[config.mk]
export PLATFORM = sky130hd
export DESIGN_NAME = length_framed_byte_receiver
export DESIGN_NICKNAME = d
export VERILOG_FILES = /design/src/rtl/lfbr_pkg.sv /design/src/rtl/lfbr_ram.sv /design/src/rtl/length_framed_byte_receiver.sv
export SDC_FILE = /design/constraint.sdc
export NUM_CORES = 2
export LEC_CHECK = 0
export BUFFER_PORTS_ARGS = -buffer_cell sky130_fd_sc_hd__clkbuf_2
export CAP_MARGIN = 20
export CORE_UTILIZATION = 50
export DETAILED_ROUTE_END_ITERATION = 7
export HOLD_SLACK_MARGIN = 0.06
export PLACE_DENSITY = 0.77
export SETUP_SLACK_MARGIN = 0.4
export SLEW_MARGIN = 20
export SYNTH_ARGS = -nofsm -noshare
export SYNTH_HDL_FRONTEND = slang
export SYNTH_SLANG_ARGS = --single-unit
[constraint.sdc]
create_clock -name clk -period 3.1 [get_ports clk]
set_input_delay 0.775 -clock clk [delete_from_list [all_inputs] [get_ports clk]]
set_output_delay 0.775 -clock clk [all_outputs]
set_load 0.02 [all_outputs]
[src/rtl/lfbr_pkg.sv]
// Package for the length-framed byte receiver.
// Holds the word types, parser phase and command codes; no dependencies.
package lfbr_pkg;

  typedef enum logic [1:0] {
    PH_START = 2'd0,
    PH_LEN   = 2'd1,
    PH_DATA  = 2'd2,
    PH_END   = 2'd3
  } phase_t;

  localparam logic CMD_BYTE = 1'b0;
  localparam logic CMD_READ = 1'b1;

  localparam int CFG_IDX_W = 1;
  localparam logic [CFG_IDX_W-1:0] REG_START_BYTE = 1'd0;
  localparam logic [CFG_IDX_W-1:0] REG_END_BYTE   = 1'd1;

  localparam logic [7:0] START_BYTE_RESET = 8'h02;
  localparam logic [7:0] END_BYTE_RESET   = 8'h03;
  localparam logic [7:0] COUNT_MAX        = 8'hFF;

  typedef struct packed {
    logic       command;
    logic [7:0] rx_byte;
    logic [7:0] read_index;
  } rx_in_t;

  typedef struct packed {
    logic [7:0] read_data;
    logic       frame_done;
    logic [7:0] frame_length;
    logic [1:0] parser_phase;
  } rx_out_t;

endpackage

[src/rtl/lfbr_ram.sv]
// Generic single-clock RAM, one write port and one read port, registered read.
// No dependencies.
module lfbr_ram #(
  parameter int WIDTH = 8,
  parameter int DEPTH = 512
) (
  input  logic                     clk,
  input  logic                     we,
  input  logic [$clog2(DEPTH)-1:0] waddr,
  input  logic [WIDTH-1:0]         wdata,
  input  logic                     re,
  input  logic [$clog2(DEPTH)-1:0] raddr,
  output logic [WIDTH-1:0]         rdata
);

  logic [WIDTH-1:0] mem [DEPTH];

  always_ff @(posedge clk) begin
    if (we) begin
      mem[waddr] <= wdata;
    end
    if (re) begin
      rdata <= mem[raddr];
    end
  end

endmodule

[src/rtl/length_framed_byte_receiver.sv]
// Length-framed byte receiver: start, length, payload, end; ping-pong frame banks.
// A word goes through stage s1, then the output register; a stall holds both.
// One word per cycle unless out_ready stalls; the RAM read sets the extra stage.
// Reset clears the parser, counters, committed bank and config registers;
// the bank RAM is not cleared and needs no clearing pass.
// Depends on lfbr_pkg and lfbr_ram.
module length_framed_byte_receiver #(
  parameter int BUFFER_DEPTH = 256
) (
  input  logic                              clk,
  input  logic                              rst,
  input  logic                              in_valid,
  output logic                              in_ready,
  input  lfbr_pkg::rx_in_t                  in_data,
  output logic                              out_valid,
  input  logic                              out_ready,
  output lfbr_pkg::rx_out_t                 out_data,
  input  logic                              cfg_valid,
  output logic                              cfg_ready,
  input  logic [lfbr_pkg::CFG_IDX_W-1:0]    cfg_index,
  input  logic [7:0]                        cfg_data
);
  import lfbr_pkg::*;

  localparam int RAM_DEPTH = 2 * BUFFER_DEPTH;
  localparam int AW        = $clog2(RAM_DEPTH);

  phase_t      phase, phase_next;
  logic [7:0]  start_byte, end_byte;
  logic [7:0]  expected_length, expected_length_next;
  logic [7:0]  byte_count, byte_count_next, count_inc;
  logic        committed_bank, committed_bank_next;
  logic [7:0]  committed_length, committed_length_next;
  logic [7:0]  committed_count, committed_count_next;
  logic        done;

  logic        in_fire, is_byte, is_read, read_hit;
  logic        s1_valid, s1_move;
  logic        s1_done, s1_rd;
  logic [7:0]  s1_len;
  logic [1:0]  s1_phase;

  logic          ram_we, ram_re;
  logic [AW-1:0] ram_waddr, ram_raddr;
  logic [7:0]    ram_rdata;

  assign cfg_ready = 1'b1;
  assign s1_move   = s1_valid && (!out_valid || out_ready);
  assign in_ready  = !s1_valid || s1_move;
  assign in_fire   = in_valid && in_ready;
  assign is_byte   = in_fire && (in_data.command == CMD_BYTE);
  assign is_read   = in_fire && (in_data.command == CMD_READ);
  assign count_inc = (byte_count != COUNT_MAX) ? byte_count + 8'd1 : byte_count;
  assign read_hit  = in_data.read_index < committed_count;

  always_comb begin
    phase_next = phase;
    if (is_byte) begin
      case (phase)
        PH_START: begin
          if (in_data.rx_byte == start_byte) phase_next = PH_LEN;
        end
        PH_LEN:  phase_next = PH_DATA;
        PH_DATA: begin
          if (expected_length <= count_inc) phase_next = PH_END;
        end
        PH_END: begin
          if (in_data.rx_byte == end_byte) phase_next = PH_START;
        end
        default: phase_next = PH_START;
      endcase
    end
  end

  always_comb begin
    expected_length_next  = expected_length;
    byte_count_next       = byte_count;
    committed_bank_next   = committed_bank;
    committed_length_next = committed_length;
    committed_count_next  = committed_count;
    done                  = 1'b0;
    ram_we                = 1'b0;
    if (is_byte) begin
      case (phase)
        PH_LEN:  expected_length_next = in_data.rx_byte;
        PH_DATA: begin
          ram_we          = 1'b1;
          byte_count_next = count_inc;
        end
        PH_END: begin
          if (in_data.rx_byte == end_byte) begin
            committed_bank_next   = !committed_bank;
            committed_length_next = expected_length;
            committed_count_next  = byte_count;
            byte_count_next       = 8'd0;
            done                  = 1'b1;
          end
        end
        default: ;
      endcase
    end
  end

  assign ram_waddr = AW'(byte_count) + (committed_bank ? '0 : AW'(BUFFER_DEPTH));
  assign ram_raddr = AW'(in_data.read_index) + (committed_bank ? AW'(BUFFER_DEPTH) : '0);
  assign ram_re    = is_read;

  lfbr_ram #(
    .WIDTH (8),
    .DEPTH (RAM_DEPTH)
  ) u_banks (
    .clk   (clk),
    .we    (ram_we),
    .waddr (ram_waddr),
    .wdata (in_data.rx_byte),
    .re    (ram_re),
    .raddr (ram_raddr),
    .rdata (ram_rdata)
  );

  always_ff @(posedge clk) begin
    if (rst) begin
      phase            <= PH_START;
      expected_length  <= 8'd0;
      byte_count       <= 8'd0;
      committed_bank   <= 1'b0;
      committed_length <= 8'd0;
      committed_count  <= 8'd0;
      start_byte       <= START_BYTE_RESET;
      end_byte         <= END_BYTE_RESET;
      s1_valid         <= 1'b0;
      out_valid        <= 1'b0;
    end else begin
      if (cfg_valid && cfg_ready) begin
        if (cfg_index == REG_START_BYTE) start_byte <= cfg_data;
        if (cfg_index == REG_END_BYTE)   end_byte   <= cfg_data;
      end
      phase            <= phase_next;
      expected_length  <= expected_length_next;
      byte_count       <= byte_count_next;
      committed_bank   <= committed_bank_next;
      committed_length <= committed_length_next;
      committed_count  <= committed_count_next;
      if (in_fire) begin
        s1_valid <= 1'b1;
      end else if (s1_move) begin
        s1_valid <= 1'b0;
      end
      if (s1_move) begin
        out_valid <= 1'b1;
      end else if (out_ready) begin
        out_valid <= 1'b0;
      end
    end
  end

  always_ff @(posedge clk) begin
    if (in_fire) begin
      s1_done  <= done;
      s1_len   <= committed_length_next;
      s1_phase <= phase_next;
      s1_rd    <= is_read && read_hit;
    end
    if (s1_move) begin
      out_data.read_data    <= s1_rd ? ram_rdata : 8'd0;
      out_data.frame_done   <= s1_done;
      out_data.frame_length <= s1_len;
      out_data.parser_phase <= s1_phase;
    end
  end

  a_bank_split: assert property (@(posedge clk) disable iff (rst)
    ram_we && ram_re |-> ram_waddr != ram_raddr)
    else $error("write and read hit the same bank entry");

  a_hold_rdata: assert property (@(posedge clk) disable iff (rst)
    s1_valid && !s1_move && s1_rd |=> $stable(ram_rdata))
    else $error("bank read data changed while stage held");

  a_commit: assert property (@(posedge clk) disable iff (rst)
    done |=> byte_count == 8'd0 && committed_bank != $past(committed_bank))
    else $error("commit did not swap banks and clear count");

  a_done_phase: assert property (@(posedge clk) disable iff (rst)
    out_valid && out_data.frame_done |-> out_data.parser_phase == PH_START)
    else $error("frame done without return to start phase");

endmodule

# Yosys cells after proc, flatten, opt, wreduce, memory -nomap -nowiden
# Memory sizes are Yosys's and may differ from the RTL's. A register that Yosys moved wholly into a read port is not among the register bits.
# Index checks and enable logic that the tools add are counted.
# word_totals
regBits,84
ram_bits,4096
input_bits,31
output_inout_bits,22
word_cells,75
memories,1
# memory_table
memory,depth,width,rd,rd_clocked_by_memory_dff,write_ports,line,source
u_banks.mem,512,8,1,1,1,lfbr_ram.sv:16,logic [WIDTH-1:0] mem [DEPTH];
# op_classes
addsub,3
order_cmp,2
eq_ne,7
muxes,22
bitwise,2
n_reduce_logical,20
# op_table
op,count
two-way mux 8 bit,5
adder 8 x 9 -> 9 bit,2
two-way mux 9 bit,2
== test 8 bit,2
one-hot mux 8 bit (2 select lines),1
two-way mux 1 bit,9
"adder 8 x 1 -> 8 bit, second input constant",1
less-or-equal comparator 8 bit,1
less-than comparator 8 bit,1
two-way mux 2 bit,4
"!= test 8 bit, second input constant",1
one-hot mux 2 bit (4 select lines),1
AND reduction 2 bit,4
AND reduction 3 bit,2
nonzero test 2 bit,3
logical AND 1 bit,5
"== test 2 bit, second input constant",2
zero test 1 bit,3
"== test 2 x 1 -> 1 bit, second input constant",1
zero test 2 bit,1
logical OR 1 bit,2
"!= test 2 bit, second input constant",1
NOT 1 bit,2

# Depth between registers and ports, before layout
# logic_depth
ltp_word,9
depth_mapped,15
ltp_nobuf,14

# Modules after synthesis
# A second synthesis with hierarchy kept.
# hier_totals
cells_unflattened,8400
hier_area_um2,163725.8
# modules_own_cells
module,instances,cells_each,area_each_um2,seq_area_each_um2
lfbr_ram,1,8030,160007.2,123238.2
length_framed_byte_receiver,1,370,3718.6,1991.9

# Worst setup path after synthesis
# No wires, ideal clock.
# synth_path
path_type,input -> register
startpoint,in out_ready
endpoint,"mem u_banks.mem[426][0], enable pin"
setup_time_ps,370
arrival_ps,2807
required_time_ps,2730
setup_slack_ps,-77
cell_stages,9
path_buffers,1
path_cell_list,nor2b_1 nand2_1 nand2_1 nor2_1 nand3b_1 nor3b_1 nand2_1 clkbuf_1 nor2_1
# synth_via
elab_chain_len,8
# synth_rtl
element,line,source
start: declaration,length_framed_byte_receiver.sv:16,"input logic out_ready,"
logical OR 1 bit,length_framed_byte_receiver.sv:48,assign s1_move = s1_valid && (!out_valid || out_ready);
logical AND 1 bit,length_framed_byte_receiver.sv:48,
logical OR 1 bit,length_framed_byte_receiver.sv:49,assign in_ready = !s1_valid || s1_move;
net in_ready,length_framed_byte_receiver.sv:13,"output logic in_ready,"
logical AND 1 bit,length_framed_byte_receiver.sv:50,assign in_fire = in_valid && in_ready;
logical AND 1 bit,length_framed_byte_receiver.sv:51,assign is_byte = in_fire && (in_data.command == CMD_BYTE);
two-way mux 1 bit,length_framed_byte_receiver.sv:83,if (is_byte) begin
two-way mux 1 bit,lfbr_ram.sv:19,if (we) begin
two-way mux 1 bit (implied by the code),lfbr_ram.sv:20,mem[waddr] <= wdata;
end: declaration,lfbr_ram.sv:16,
# The timed path passes the listed nets, and every way through them passes these cells.

# Worst setup path in the final report
# layout_path
startpoint,in in_data[0] (netlist name)
endpoint,reg u_banks.rdata[4] (read register of u_banks.mem) (data pin)
# layout_via
elab_chain_len,1
# layout_rtl
element,line,source
start: declaration,length_framed_byte_receiver.sv:14,"input lfbr_pkg::rx_in_t in_data,"
adder 8 x 9 -> 9 bit,length_framed_byte_receiver.sv:105,assign ram_raddr = AW'(in_data.read_index) + (committed_bank ? AW'(BUFFER_DEPTH) : '0);
end: declaration,lfbr_ram.sv:13,output logic [WIDTH-1:0] rdata
# Every way passes these cells.
# A chain may end at the register's enable or synchronous reset.

==> results by group <==
Outcome
  • Outcome: finished clean

Floorplan
  • Die width: 575 um
  • Die area: 0.330 sq mm
  • Die Y-Extent: 575 um
  • Rows: 209
  • Starting Density: 50.4%
  • CORE AREA: 0.325 sq mm
  • I/O pin cnt: 53

Worst setup path
  • CP bufs+invs: 5
  • Max stage delay cell, worst path: nor3_1
  • Worst R2R Path Depth: 14
  • CP required: 3.86 ns
  • Crit Path Max Fanout: 11
  • CP top delay family: buffers and inverters
  • Crit-path most repeated cell: buf_4
  • Worst Setup Path Type: in2reg
  • CP Cell Sequence: buf_16 > buf_4 > bufbuf_16 > buf_4 > mux4_2 > nand2b_1 > a21oi_1 > o2111ai_1 > nor3_1 > a22oi_1 > buf_4 > a211oi_2
  • Critical Path End Type: register
  • WP depth: 12
  • Max stage delay on crit path: 0.59 ns
  • Crit path DAT: 3.72 ns
  • Crit start category: input port

Min path
  • Worst hold path type: in2reg
  • Worst Hold Depth: 3

Synth
  • Number of flops mapped to enable cells by yosys: 4135
  • Syn avg cell area: 19.5 sq um
  • Syn Nets: 8467
  • Top-count cell post-synth: edfxtp_1
  • Commonest cells post-synth: edfxtp_1 (4135), mux2i_1 (779), mux4_2 (671), nor2_1 (628), o22ai_1 (273)
  • Area leader, netlist: edfxtp_1
  • Area share of the largest cell type after synthesis: 75.7%
  • Largest cells by area after synthesis: edfxtp_1 (76%), mux4_2 (9.2%), mux2i_1 (4.8%)
  • Synth cell types: 63
  • Post-Synthesis Cell Area: 0.164 sq mm
  • Ys async rst share: 0%
  • Seq cells post-synth: 4188
  • Synth warnings: 0
  • Synth Instances: 8417
  • Sequential-to-total area share from yosys stat: 76.4%
  • Synth Flop Type: edfxtp_1

Route
  • 1st-iter DRT viols: 13521
  • DR vias/cell: 6.41
  • DR vias: 92294
  • First drt pass iteration count: 8
  • Post-DR wirelength/cell: 31.0 um
  • Routed WL: 446000 um
  • Antenna Nets Post-Route: 0
  • DRC errors left: 0

Placed design
  • Placed inst area: 0.180 sq mm
  • DP Worst Slack: -1.02 ns
  • Routability congestion estimate: 0.945
  • Dpl hpwl: 277000 um
  • Port bufs: 51

Cells and area
  • Final instance area: 0.194 sq mm
  • Filler cells: 21955
  • Synthesis-to-layout area growth: 18.3%
  • Nets@finish: 9800
  • Fraction of layout cells with a size suffix above 1: 29.7%

Run
  • Max Cap Violations: 0

Timing
  • RSZ-0062 raised after global routing: true
  • FMAX: 338 MHz
  • Final Setup Violations: 0
  • Slew @ Worst Pin: 1.30 ns
  • Clock Skew: 0.0686 ns
  • Fin Hold WS: 0.111 ns
  • Count of final max-slew check failures: 0
  • Rel. slew slack: 13.3%
  • Final worst-path cycle share: 95.5%
  • Hold Vio Cnt, Final: 0
  • Clock period minus worst slack: 2.96 ns
  • Setup slack after layout: 0.141 ns

Clocking
  • H-tree levels: 5
  • Total CTS buffers: 404
  • Root buf cell: clkbuf_16
  • Clock transition at the registers of the reported paths: 0.06 ns
  • TritonCTS clock tree: yes
  • Clock Path Buffers: 4
  • Clock Latency Late Sink: 0.94 ns
  • CTS Sinks: 4188
  • Hold_buf cts: 0

Global routing
  • Initial antenna violation count: 9
  • Number of global-route vias before repair: 92248
  • First-pass GRT wire length: 638000 um
  • Tot GR Track Use: 26.5%
  • Grt ovf: 0
  • Largest net degree at the start of global routing: 198

Power
  • Cell Pwr Density: 602 mW/mm^2
  • Pleak: 64.1 nW
  • Peak VDD IR: 0.695 mV
## path summary, 6_finish.rpt
check / from / endpoint / slack [ns]
worst max register to register: committed_bank / u_banks.rdata[4] / 0.19
worst min register to register: s1_len[5] / out_data[7] / 0.41
worst min-delay path: cfg_data[1] / start_byte[1] / 0.11
worst max-delay path: in_data[0] / u_banks.rdata[4] / 0.14
## flip-flops by register name (all words and copies together), names as in the netlist, 2 cells and up
signal,cells
u_banks.mem,4096
out_data,19
byte_count,8
committed_count,8
committed_length,8
end_byte,8
expected_length,8
s1_len,8
start_byte,8
u_banks.rdata,8
phase,2
s1_phase,2
## area by class of cell
| class | instances | area [sq um] | area share (%) |
|---|---|---|---|
| clock buffer | 493 | 10500 | 5.43 |
| multi-input combinational | 3688 | 37300 | 19.2 |
| clock inverter | 237 | 2280 | 1.17 |
| tap | 4325 | 5410 | 2.79 |
| sequential | 4188 | 125000 | 64.6 |
| inverter | 16 | 70.1 | 0.0361 |
| timing repair buffer | 1452 | 13200 | 6.78 |
| antenna | 3 | 7.51 | 0.00387 |
## kinds of logic after synthesis
kind of cell | Yosys count | synth area share [%]
adder cells (fa/ha/maj) | 19 | 0.145
AND/OR/NAND/NOR | 1190 | 3.22
AO/OA/AOI/OAI | 991 | 4.10
flip-flops | 4188 | 76.4
XOR/XNOR | 20 | 0.107
other | 1 | 0.00229
buffers and inverters | 541 | 1.99
multiplexers | 1467 | 14.1
## worst reg2reg max path, cell delays in order, from the launching register on
cell      delay (ns)
dfxtp_4         0.37
buf_6           0.12
buf_8           0.13
inv_4           0.06
nor2_4          0.04
buf_6           0.12
nand3_4         0.10
buf_12          0.15
o22ai_2         0.10
buf_6           0.13
o21ai_2         0.16
buf_6           0.14
nand4_1         0.31
or4_4           0.68
a211oi_2        0.16
## layer usage
layer | GRT usage [%] | share of wire (%) | up-vias | wire length (um)
met3 | 4.84 | 11 | 1234 | 48600
met2 | 42.7 | 48 | 6495 | 213000
li1 | - | - | 37313 | -
met4 | 13.5 | 5.9 | 6 | 26200
met5 | 0 | 0.0085 | - | 38
met1 | 34.8 | 36 | 47246 | 158000
## repair_timing
action / 4_1_cts / 5_1_grt
resized for setup: 152 / 65
endpoints found under the setup margin: 240 / 119
buffers inserted: 17 / 4
cloned: 4 / 2
pin swaps: 29 / 16
## power breakdown
part	switching [W]	internal (W)	leakage, nW	total [W]
combinational	0.00374	0.00237	20.3	0.00611
sequential	0.0000409	0.0622	37.6	0.0623
clock	0.0210	0.0274	6.24	0.0484
## stage by stage
stage | util [%] | TNS, ns | cells | total power (W)
finish | 59.6 | 0 | 14402 | 0.117
CTS | 59.5 | 0 | 14392 | 0.117
detailed placement | 55.3 | -7.77 | 13641 | 0.0693
floorplan | - | -0.0574 | 8417 | 0.0663
global route | 59.6 | 0 | 14402 | 0.119
global placement | 55.3 | -7.75 | 13641 | 0.0691
## layout by cell type (no fill, tap or decap), drive strengths merged, types with 39 or more instances in the layout
cell type / count
a211oi: 52
a21oi: 187
buf: 1406
bufinv: 39
clkbuf: 535
clkinv: 169
dfxtp: 53
edfxtp: 4135
mux2i: 779
mux4: 671
nand2: 176
nand2b: 42
nor2: 628
nor3: 165
o21ai: 123
o221ai: 253
o22ai: 273
Note: power is estimated with default switching activity, not from simulation.
